`src/hw/rtl/imm_pkg.sv`:
```
`default_nettype none
package imm_pkg;

	localparam int unsigned DEF_MAX_ROWS  = 8;
	localparam int unsigned DEF_MAX_INNER = 8;
	localparam int unsigned DEF_MAX_COLS  = 8;

	localparam int unsigned SIZE_W  = 4;
	localparam int unsigned CMD_W   = 2;
	localparam int unsigned COORD_W = 3;
	localparam int unsigned DATA_W  = 32;
	localparam int unsigned PADDR_W = 4;
	localparam int unsigned PDATA_W = 32;

	localparam logic [CMD_W-1:0] CMD_WRITE_A = 2'd0;
	localparam logic [CMD_W-1:0] CMD_WRITE_B = 2'd1;
	localparam logic [CMD_W-1:0] CMD_COMPUTE = 2'd2;

	localparam logic [1:0] REG_ROWS_A     = 2'd0;
	localparam logic [1:0] REG_INNER_SIZE = 2'd1;
	localparam logic [1:0] REG_COLS_B     = 2'd2;

	localparam logic [SIZE_W-1:0] SIZE_RESET = 4'd8;

	function automatic logic [SIZE_W-1:0] clamp_size(input logic [SIZE_W-1:0] v,
		input int unsigned maxv);
		logic [SIZE_W-1:0] r;
		r = v;
		if (v == '0) begin
			r = SIZE_W'(1);
		end else if (int'(v) > int'(maxv)) begin
			r = SIZE_W'(maxv);
		end
		return r;
	endfunction

endpackage
`default_nettype wire

```
`src/hw/rtl/imm_cmd_if.sv`:
```
`default_nettype none
interface imm_cmd_if;
	logic                                valid;
	logic                                ready;
	logic [imm_pkg::CMD_W-1:0]           command;
	logic [imm_pkg::COORD_W-1:0]         row_index;
	logic [imm_pkg::COORD_W-1:0]         col_index;
	logic signed [imm_pkg::DATA_W-1:0]   element_value;

	modport source (output valid, command, row_index, col_index, element_value, input ready);
	modport sink (input valid, command, row_index, col_index, element_value, output ready);
endinterface
`default_nettype wire

```
`src/hw/rtl/imm_res_if.sv`:
```
`default_nettype none
interface imm_res_if;
	logic                                valid;
	logic                                ready;
	logic [imm_pkg::COORD_W-1:0]         out_row;
	logic [imm_pkg::COORD_W-1:0]         out_col;
	logic signed [imm_pkg::DATA_W-1:0]   product_value;
	logic                                last;

	modport source (output valid, out_row, out_col, product_value, last, input ready);
	modport sink (input valid, out_row, out_col, product_value, last, output ready);
endinterface
`default_nettype wire

```
`src/hw/rtl/integer_matrix_multiply.sv`:
```
// Loads of A or B keep the block in IDLE; the block is ready again on the next cycle.
// A compute walks one multiply-accumulate per cycle while in ISSUE through a shared 32x32 multiplier:
// each result element issues its n products in ISSUE, waits in DRAIN for the read and multiply
// stages to empty and is sent in WRITE, so a compute holds the input until its final beat is
// registered, plus output stalls; the final beat may wait while new items are taken.
// Asynchronous active-low reset clears control, sets the size registers to 8; stores keep data.
`default_nettype none
module integer_matrix_multiply #(
	parameter int unsigned MAX_ROWS  = imm_pkg::DEF_MAX_ROWS,
	parameter int unsigned MAX_INNER = imm_pkg::DEF_MAX_INNER,
	parameter int unsigned MAX_COLS  = imm_pkg::DEF_MAX_COLS
) (
	input  wire logic                         clk,
	input  wire logic                         arst_n,
	input  wire logic                         psel,
	input  wire logic                         penable,
	input  wire logic                         pwrite,
	input  wire logic [imm_pkg::PADDR_W-1:0]  paddr,
	input  wire logic [imm_pkg::PDATA_W-1:0]  pwdata,
	output logic      [imm_pkg::PDATA_W-1:0]  prdata,
	output logic                              pready,
	imm_cmd_if.sink                           cmd,
	imm_res_if.source                         res
);

	localparam int unsigned A_DEPTH = MAX_ROWS * MAX_INNER;
	localparam int unsigned B_DEPTH = MAX_INNER * MAX_COLS;
	localparam int unsigned A_AW    = (A_DEPTH > 1) ? $clog2(A_DEPTH) : 1;
	localparam int unsigned B_AW    = (B_DEPTH > 1) ? $clog2(B_DEPTH) : 1;
	localparam int unsigned SW      = imm_pkg::SIZE_W;
	localparam int unsigned DW      = imm_pkg::DATA_W;

	typedef enum logic [1:0] {IDLE, ISSUE, DRAIN, WRITE} state_t;

	state_t state_q;

	logic [SW-1:0] rows_a_q, inner_size_q, cols_b_q;
	logic [SW-1:0] m_eff, n_eff, p_eff;
	logic [SW-1:0] i_q, j_q, k_q;

	logic [DW-1:0] mem_a [A_DEPTH];
	logic [DW-1:0] mem_b [B_DEPTH];
	logic [DW-1:0] a_rd_s1, b_rd_s1, prod_s2, acc_q;
	logic          rd_v_s1, mul_v_s2;

	logic            cmd_fire, cfg_we, out_free, last_elem, acc_clr;
	logic            a_we, b_we;
	logic [A_AW-1:0] a_waddr, a_raddr;
	logic [B_AW-1:0] b_waddr, b_raddr;
	logic [1:0]      reg_idx;

	assign pready   = 1'b1;
	assign reg_idx  = paddr[3:2];
	assign cfg_we   = psel && penable && pwrite;

	assign m_eff = imm_pkg::clamp_size(rows_a_q, MAX_ROWS);
	assign n_eff = imm_pkg::clamp_size(inner_size_q, MAX_INNER);
	assign p_eff = imm_pkg::clamp_size(cols_b_q, MAX_COLS);

	assign cmd.ready = (state_q == IDLE);
	assign cmd_fire  = cmd.valid && cmd.ready;
	assign out_free  = !res.valid || res.ready;
	assign last_elem = (i_q == m_eff - SW'(1)) && (j_q == p_eff - SW'(1));
	assign acc_clr   = (cmd_fire && cmd.command == imm_pkg::CMD_COMPUTE) ||
		(state_q == WRITE && out_free);

	assign a_we = cmd_fire && cmd.command == imm_pkg::CMD_WRITE_A &&
		({1'b0, cmd.row_index} < m_eff) && ({1'b0, cmd.col_index} < n_eff);
	assign b_we = cmd_fire && cmd.command == imm_pkg::CMD_WRITE_B &&
		({1'b0, cmd.row_index} < n_eff) && ({1'b0, cmd.col_index} < p_eff);

	assign a_waddr = A_AW'(int'(cmd.row_index) * MAX_INNER + int'(cmd.col_index));
	assign b_waddr = B_AW'(int'(cmd.row_index) * MAX_COLS + int'(cmd.col_index));
	assign a_raddr = A_AW'(int'(i_q) * MAX_INNER + int'(k_q));
	assign b_raddr = B_AW'(int'(k_q) * MAX_COLS + int'(j_q));

	always_comb begin
		prdata = '0;
		unique case (reg_idx)
			imm_pkg::REG_ROWS_A:     prdata = {{(imm_pkg::PDATA_W-SW){1'b0}}, rows_a_q};
			imm_pkg::REG_INNER_SIZE: prdata = {{(imm_pkg::PDATA_W-SW){1'b0}}, inner_size_q};
			imm_pkg::REG_COLS_B:     prdata = {{(imm_pkg::PDATA_W-SW){1'b0}}, cols_b_q};
			default:                 prdata = '0;
		endcase
	end

	always_ff @(posedge clk or negedge arst_n) begin
		if (!arst_n) begin
			rows_a_q     <= imm_pkg::SIZE_RESET;
			inner_size_q <= imm_pkg::SIZE_RESET;
			cols_b_q     <= imm_pkg::SIZE_RESET;
		end else if (cfg_we) begin
			unique case (reg_idx)
				imm_pkg::REG_ROWS_A:     rows_a_q     <= pwdata[SW-1:0];
				imm_pkg::REG_INNER_SIZE: inner_size_q <= pwdata[SW-1:0];
				imm_pkg::REG_COLS_B:     cols_b_q     <= pwdata[SW-1:0];
				default: ;
			endcase
		end
	end

	always_ff @(posedge clk) begin
		if (a_we) begin
			mem_a[a_waddr] <= cmd.element_value;
		end
		a_rd_s1 <= mem_a[a_raddr];
	end

	always_ff @(posedge clk) begin
		if (b_we) begin
			mem_b[b_waddr] <= cmd.element_value;
		end
		b_rd_s1 <= mem_b[b_raddr];
	end

	always_ff @(posedge clk) begin
		prod_s2 <= a_rd_s1 * b_rd_s1;
		if (acc_clr) begin
			acc_q <= '0;
		end else if (mul_v_s2) begin
			acc_q <= acc_q + prod_s2;
		end
	end

	always_ff @(posedge clk or negedge arst_n) begin
		if (!arst_n) begin
			state_q           <= IDLE;
			i_q               <= '0;
			j_q               <= '0;
			k_q               <= '0;
			rd_v_s1           <= 1'b0;
			mul_v_s2          <= 1'b0;
			res.valid         <= 1'b0;
			res.out_row       <= '0;
			res.out_col       <= '0;
			res.product_value <= '0;
			res.last          <= 1'b0;
		end else begin
			rd_v_s1  <= (state_q == ISSUE);
			mul_v_s2 <= rd_v_s1;
			if (res.ready && !(state_q == WRITE && out_free)) begin
				res.valid <= 1'b0;
			end
			unique case (state_q)
				IDLE: begin
					if (cmd_fire && cmd.command == imm_pkg::CMD_COMPUTE) begin
						i_q     <= '0;
						j_q     <= '0;
						k_q     <= '0;
						state_q <= ISSUE;
					end
				end
				ISSUE: begin
					if (k_q == n_eff - SW'(1)) begin
						state_q <= DRAIN;
					end else begin
						k_q <= k_q + SW'(1);
					end
				end
				DRAIN: begin
					if (!rd_v_s1 && !mul_v_s2) begin
						state_q <= WRITE;
					end
				end
				WRITE: begin
					if (out_free) begin
						res.valid         <= 1'b1;
						res.out_row       <= i_q[imm_pkg::COORD_W-1:0];
						res.out_col       <= j_q[imm_pkg::COORD_W-1:0];
						res.product_value <= acc_q;
						res.last          <= last_elem;
						k_q               <= '0;
						if (last_elem) begin
							state_q <= IDLE;
						end else begin
							state_q <= ISSUE;
							if (j_q == p_eff - SW'(1)) begin
								j_q <= '0;
								i_q <= i_q + SW'(1);
							end else begin
								j_q <= j_q + SW'(1);
							end
						end
					end
				end
			endcase
		end
	end

endmodule
`default_nettype wire

```
`src/flat_wrapper.sv`:
```
// flat-port wrapper written by rule: the top's interface ports become plain ports
module integer_matrix_multiply_flat 
#(
	parameter int unsigned MAX_ROWS  = imm_pkg::DEF_MAX_ROWS,
	parameter int unsigned MAX_INNER = imm_pkg::DEF_MAX_INNER,
	parameter int unsigned MAX_COLS  = imm_pkg::DEF_MAX_COLS
)
  (clk, arst_n, psel, penable, pwrite, paddr, pwdata, prdata, pready, cmd_valid, cmd_command, cmd_row_index, cmd_col_index, cmd_element_value, cmd_ready, res_valid, res_out_row, res_out_col, res_product_value, res_last, res_ready);
  imm_cmd_if cmd_i ();
  imm_res_if res_i ();
  input  wire logic clk;
  input  wire logic arst_n;
  input  wire logic psel;
  input  wire logic penable;
  input  wire logic pwrite;
  input  wire logic [imm_pkg::PADDR_W-1:0] paddr;
  input  wire logic [imm_pkg::PDATA_W-1:0] pwdata;
  output logic      [imm_pkg::PDATA_W-1:0] prdata;
  output logic pready;
  input wire logic [$bits(cmd_i.valid)-1:0] cmd_valid;
  input wire logic [$bits(cmd_i.command)-1:0] cmd_command;
  input wire logic [$bits(cmd_i.row_index)-1:0] cmd_row_index;
  input wire logic [$bits(cmd_i.col_index)-1:0] cmd_col_index;
  input wire logic [$bits(cmd_i.element_value)-1:0] cmd_element_value;
  output wire logic [$bits(cmd_i.ready)-1:0] cmd_ready;
  output wire logic [$bits(res_i.valid)-1:0] res_valid;
  output wire logic [$bits(res_i.out_row)-1:0] res_out_row;
  output wire logic [$bits(res_i.out_col)-1:0] res_out_col;
  output wire logic [$bits(res_i.product_value)-1:0] res_product_value;
  output wire logic [$bits(res_i.last)-1:0] res_last;
  input wire logic [$bits(res_i.ready)-1:0] res_ready;
  assign cmd_i.valid = cmd_valid;
  assign cmd_i.command = cmd_command;
  assign cmd_i.row_index = cmd_row_index;
  assign cmd_i.col_index = cmd_col_index;
  assign cmd_i.element_value = cmd_element_value;
  assign cmd_ready = cmd_i.ready;
  assign res_valid = res_i.valid;
  assign res_out_row = res_i.out_row;
  assign res_out_col = res_i.out_col;
  assign res_product_value = res_i.product_value;
  assign res_last = res_i.last;
  assign res_i.ready = res_ready;
  integer_matrix_multiply #(.MAX_ROWS(MAX_ROWS), .MAX_INNER(MAX_INNER), .MAX_COLS(MAX_COLS)) u_core (.clk(clk), .arst_n(arst_n), .psel(psel), .penable(penable), .pwrite(pwrite), .paddr(paddr), .pwdata(pwdata), .prdata(prdata), .pready(pready), .cmd(cmd_i), .res(res_i));
endmodule
```
`config.mk`:
```
export PLATFORM = sky130hd
export DESIGN_NAME = integer_matrix_multiply_flat
export DESIGN_NICKNAME = d
export VERILOG_FILES = /design/src/hw/rtl/imm_pkg.sv /design/src/hw/rtl/imm_cmd_if.sv /design/src/hw/rtl/imm_res_if.sv /design/src/hw/rtl/integer_matrix_multiply.sv /design/src/flat_wrapper.sv
export SDC_FILE = /design/constraint.sdc
export NUM_CORES = 2
export LEC_CHECK = 0
export BUFFER_PORTS_ARGS = -buffer_cell sky130_fd_sc_hd__buf_2
export CORE_MARGIN = 5
export CORE_UTILIZATION = 63
export CTS_BUF_LIST = sky130_fd_sc_hd__clkbuf_4 sky130_fd_sc_hd__clkbuf_8 sky130_fd_sc_hd__clkbuf_16
export DETAILED_ROUTE_END_ITERATION = 10
export PLACE_DENSITY = 0.79
export SLEW_MARGIN = 20
export SYNTH_ARGS = -nofsm -noshare
export SYNTH_HDL_FRONTEND = slang
export SYNTH_SLANG_ARGS = --single-unit
export TNS_END_PERCENT = 100
```
`constraint.sdc`:
```
create_clock -name clk -period 8.7 [get_ports clk]
set_input_delay 0.435 -clock clk [delete_from_list [all_inputs] [get_ports clk]]
set_output_delay 0.435 -clock clk [all_outputs]
set_load 0.02 [all_outputs]
```
# Word level (Yosys, flattened, before mapping)
# Memory sizes are Yosys's and may differ from the RTL's. A register that Yosys moved wholly into a read port is not among the register bits.
# Index checks and enable logic that the tools add are counted.
[word_totals]
regBits = 132
ramBits = 4096
in_bits = 83
out_inout_bits = 74
word_cells = 121
memories = 2
[op_classes]
n_addsub = 10
n_mul = 1
n_lt_le_gt_ge = 7
n_eq_ne = 17
muxes = 32
reduce_logical = 36
[memory_table]
columns = ["name", "depth", "word_bits", "rd", "rd_ports_with_merged_regs", "wr", "line_no", "source"]
rows = [
  ["u_core.mem_a", 64, 32, 1, 1, 1, "integer_matrix_multiply.sv:41", "logic [DW-1:0] mem_a [A_DEPTH];"],
  ["u_core.mem_b", 64, 32, 1, 1, 1, "integer_matrix_multiply.sv:42", "logic [DW-1:0] mem_b [B_DEPTH];"],
]
[op_table]
columns = ["op", "n"]
rows = [
  ["two-way mux 4 bit", 15],
  ["adder 32 bit", 1],
  ["multiplier 32 x 32 -> 32 bit", 1],
  ["one-hot mux 4 bit (3 select lines)", 2],
  ["< comparator 3 x 4 -> 1 bit", 4],
  ["one-hot mux 4 bit (2 select lines)", 2],
  ["logical AND 1 bit", 14],
  ["adder 4 x 1 -> 4 bit (second input constant)", 3],
  ["adder 6 x 4 -> 6 bit", 2],
  ["equality test 4 bit", 3],
  ["greater-than comparator 4 bit (second input constant)", 3],
  ["zero test 4 bit", 3],
  ["AND reduction 4 bit", 3],
  ["subtractor 4 x 1 -> 4 bit (second input constant)", 3],
  ["inequality test 2 bit (second input constant)", 5],
  ["equality test 2 bit (second input constant)", 4],
  ["two-way mux 1 bit", 8],
  ["two-way mux 2 bit", 4],
  ["one-hot mux 2 bit (4 select lines)", 1],
  ["AND reduction 2 bit", 4],
  ["adder 6 x 3 -> 6 bit", 1],
  ["equality test 2 x 1 -> 1 bit (second input constant)", 3],
  ["zero test 2 bit", 3],
  ["AND reduction 5 bit", 1],
  ["other kinds (5)", 10],
]

# Longest topological paths before layout
[depth]
word_depth = 9
ltp_mapped = 29
ltp_nobuf = 27

# Least setup slack after synthesis
# OpenSTA, ideal clock, no wires.
[synth_timing]
kind = "register to register"
start = "register u_core.a_rd_s1[12] (read register of u_core.mem_a)"
end = "register u_core.prod_s2[30]"
setup_ns = 0.072
arrival_ns = 6.802
t_required_ns = 8.628
setup_slack_ns = 1.826
stages_incl_launch_ff = 26
n_path_buf = 2
period_less_slack_ns = 6.874
cell_sequence = "dfxtp_1 clkbuf_1 clkbuf_1 and2_1 fa_1 fa_1 fa_1 inv_1 fa_1 inv_1 fa_1 inv_1 fa_1 inv_1 fa_1 fa_1 ha_1 nor3_1 nor2_1 a22oi_1 o31ai_1 a211oi_2 o2111ai_1 a31o_2 a21oi_1 xnor2_1"
[synth_between]
elab_chain_len = 1
[synth_lines]
columns = ["item", "line_no", "source"]
rows = [
  ["from (decl)", "integer_matrix_multiply.sv:43", "logic [DW-1:0] a_rd_s1, b_rd_s1, prod_s2, acc_q;"],
  ["multiplier 32 x 32 -> 32 bit", "integer_matrix_multiply.sv:117", "prod_s2 <= a_rd_s1 * b_rd_s1;"],
  ["to (signal assigned)", "integer_matrix_multiply.sv:117", ""],
  ["to (decl)", "integer_matrix_multiply.sv:43", ""],
]
# No other way between the ends.
# A chain may end at the register's enable or synchronous reset.

# Final worst setup path
[layout_timing]
start = "register u_core.a_rd_s1[11] (read register of u_core.mem_a)"
end = "register u_core.prod_s2[30]"
# Same word-level chain as after synthesis.

==> results.cfg <==
[logic_synthesis]
async_flop_share_pct = 1.58
synth-edff-count = 4096
syn_avg_cell_area_um2 = 21.3
synth_common_cells = edfxtp_1, mux4_2, inv_1, fa_1, and2_1
yosysTopAreaCell = edfxtp_1
seq_area_frac_synth_pct = 71.1
ys_ff_latch = 4292
synth_area_leaders = edfxtp_1, mux4_2, fa_1
synth_ff_type = edfxtp_1
synth_most_common_cell = edfxtp_1
syn_inst = 8418
yosysWarningCount = 0
syn_area_um2 = 179000
synth_cell_type_count = 58
yosys.area.top_type_share_pct = 68.7

[sta]
slew_viol_final = 0
period_share_pct = 87.4
fmax_ghz = 0.132
setup_viol = 0
rsz0062_at_grt = no
post-route-min-period_ps = 7600
tightestPinTransition_ps = 1210
clock_skew_ps = 103
fin_tns_setup_ps = 0
hold_viol = 0
relSlewSlack_pct = 19.2

[routing]
vias = 93965
drtAntennaViolNets = 0
routedWlPerCell_um = 40.4
drt_first_pass_iters = 9
vias_per_cell = 7.28
wirelength_um = 521000
remaining_drc_errors = 0
drt_iter0_markers = 16749

[clock_network]
clk_pin_slew_worst_paths_ps = 70
cts_tree = built
post_cts_buffers = 0
clk_latency_ps = 1000
cts.sinks = 4292
cts_buffer_depth = 4
htreeDepth = 5
cts-root-buf = clkbuf_16
numCtsBuffers = 409

[placed_design]
dpl.hpwl_um = 263000
dp_cells = 12084
place.gp.congestion = 0.900
port_buffers = 97

[global_routing]
grt_start_max_net_pins = 157
grt_pass1_vias = 95767
grt_pass1_wl_um = 736000
grt_overflow = 0
antenna_found_initial = 77
grt.total_usage_pct = 35.9

[worst_setup_path]
cp-start-kind = register
crit_path_start = u_core.a_rd_s1[11]$_DFF_P_
cpMostUsedCell = fa_1
crit_cells = 23
worst_path_largest_cell_delay_ps = 920
cp_top_family = adder cells
r2r-start = u_core.a_rd_s1[11]$_DFF_P_
criticalPathCategory = register to register
rr_worst_depth = 23
critPathMaxFanout = 21
timing.critical_path.to = u_core.prod_s2[30]$_DFF_P_
crit_buf_inv = 4
cp.required_ps = 9540
endpoint_kind = register
timing.rr.end = u_core.prod_s2[30]$_DFF_P_
path_cells = and2_1 -> fa_1 -> fa_1 -> fa_1 -> inv_1 -> fa_1 -> inv_1 -> fa_1 -> inv_1 -> fa_1 -> inv_1 -> fa_1 -> fa_1 -> ha_1 -> nor3_1 -> nor2_1 -> a22oi_1 -> o31ai_1 -> a211oi_2 -> o2111ai_1 -> a31o_2 -> a21oi_1 -> xnor2_1
crit_arrival_ps = 8440
reg2reg_slack_ps = 1100
cpMaxStageDelayCell = dfxtp_1

[floorplan]
core_um2 = 283000
dieHeight_um = 543
initial_core_util_pct = 63.4
die_w_um = 543
num_rows = 195
die-area_um2 = 295000
io-pin-count = 157

[finish]
fillCellCount = 15437
fin_cells = 12907
ff_latch_area_um2 = 127000
drive_gt1_share_pct = 28.2
nets = 9452
syn_to_final_growth_pct = 11.5
multi_input_area_um2 = 49500

[status]
status = completed

[flow_run]
cap_violations = 0

[min_path]
hp-class = input port to register
whs_path_depth = 1
==> per-layer routing <==
metal | part of all wire (%) | GRT usage (%)
met5 | 0.073 | 0
met4 | 6.5 | 19.1
met3 | 15 | 11.9
met2 | 47 | 55.1
met1 | 31 | 46.4
==> per-stage QoR <==
step           hold slack [ps]  utilization [%]  setup slack [ps]  cell area (um^2)
2_1_floorplan              139                -              1830            179000
3_3_place_gp               363             65.7              1100            186000
3_5_place_dp               370             65.7              1180            186000
4_1_cts                  0.776             70.6              1110            199000
5_1_grt                   39.0             70.6               633            200000
6_report                  36.4             70.6              1100            200000
==> how the worst min path moves through the flow <==
stage                              from                             end  slack [ps]
4_1_cts           cmd_element_value[18]  u_core.mem_b[56][18]$_DFFE_PP_         0.8
5_1_grt           cmd_element_value[22]  u_core.mem_b[52][22]$_DFFE_PP_          40
6_report          cmd_element_value[22]  u_core.mem_b[52][22]$_DFFE_PP_          40
2_1_floorplan                    arst_n  u_core.cols_b_q[0]$_DFFE_PN0P_         140
3_5_place_dp   u_core.rd_v_s1$_DFF_PN0_       u_core.mul_v_s2$_DFF_PN0_         370
3_3_place_gp   u_core.rd_v_s1$_DFF_PN0_       u_core.mul_v_s2$_DFF_PN0_         360
==> worst register-to-register path, delay by kind of cell (launching register included) <==
kind / cells / cell delay (ps)
xor+xnor: 1 / 140
buf+inv: 4 / 220
fa+ha+maj: 9 / 4260
compound gates: 6 / 1360
simple gates: 3 / 560
flops: 1 / 920
==> cell usage in the layout (no fill, tap or decap), types with 14 or more instances in the layout <==
master	count
a211oi_1	14
a21o_1	30
a21oi_1	63
and2_1	308
buf_2	64
buf_4	265
bufinv_16	37
clkbuf_16	415
clkbuf_4	80
clkinv_1	86
clkinv_2	82
clkinvlp_4	19
conb_1	29
dfrtp_1	59
dfxtp_1	128
diode_2	31
dlygate4sd3_1	31
edfxtp_1	4096
fa_1	409
ha_1	172
inv_1	413
mux2_2	57
mux2i_1	33
mux4_2	1336
nand2_1	287
nand2b_1	17
nand3_1	21
nor2_1	75
nor2_4	128
nor3_1	16
o21ai_0	58
xnor2_1	96
xor2_1	29
==> logic make-up after synthesis <==
group	after synthesis	synth area share (%)
adders and majority gates	585	5.80
AOI/OAI and AO/OA	218	0.748
muxes	1426	17.3
other	2	0.00419
buffers and inverters	863	1.96
xor gates and xnor gates	127	0.621
and+or+nand+nor	905	2.46
DFF	4292	71.1
==> what timing repair did <==
action,in CTS,in global routing
hold endpoints to repair,662,0
hold buffers,31,0
resized for setup,0,0
==> final cells by class <==
class                   count  area share [%]
flip-flops and latches   4292            63.8
multi-input cells        3290            24.8
clock buffers             500            5.54
well taps                3743            2.35
repair buffers            378            1.48
clock inverters           260            1.26
inverters                 413           0.777
diodes                     31          0.0389
==> registers in the layout, indices dropped and copies added, names as in the netlist, 2 cells and up <==
signal and cells:
u_core.mem_a 2048, u_core.mem_b 2048, u_core.a_rd_s1 32, u_core.acc_q 32, u_core.b_rd_s1 32, u_core.prod_s2 32
u_core.res.product_value 32, u_core.cols_b_q 4, u_core.i_q 4, u_core.inner_size_q 4, u_core.j_q 4, u_core.k_q 4
u_core.rows_a_q 4, u_core.res.out_col 3, u_core.res.out_row 3, u_core.state_q 2
Power is left out: the tool's default activity adds up to more than one toggle a clock period on the data nets, which glitch-free logic cannot reach.
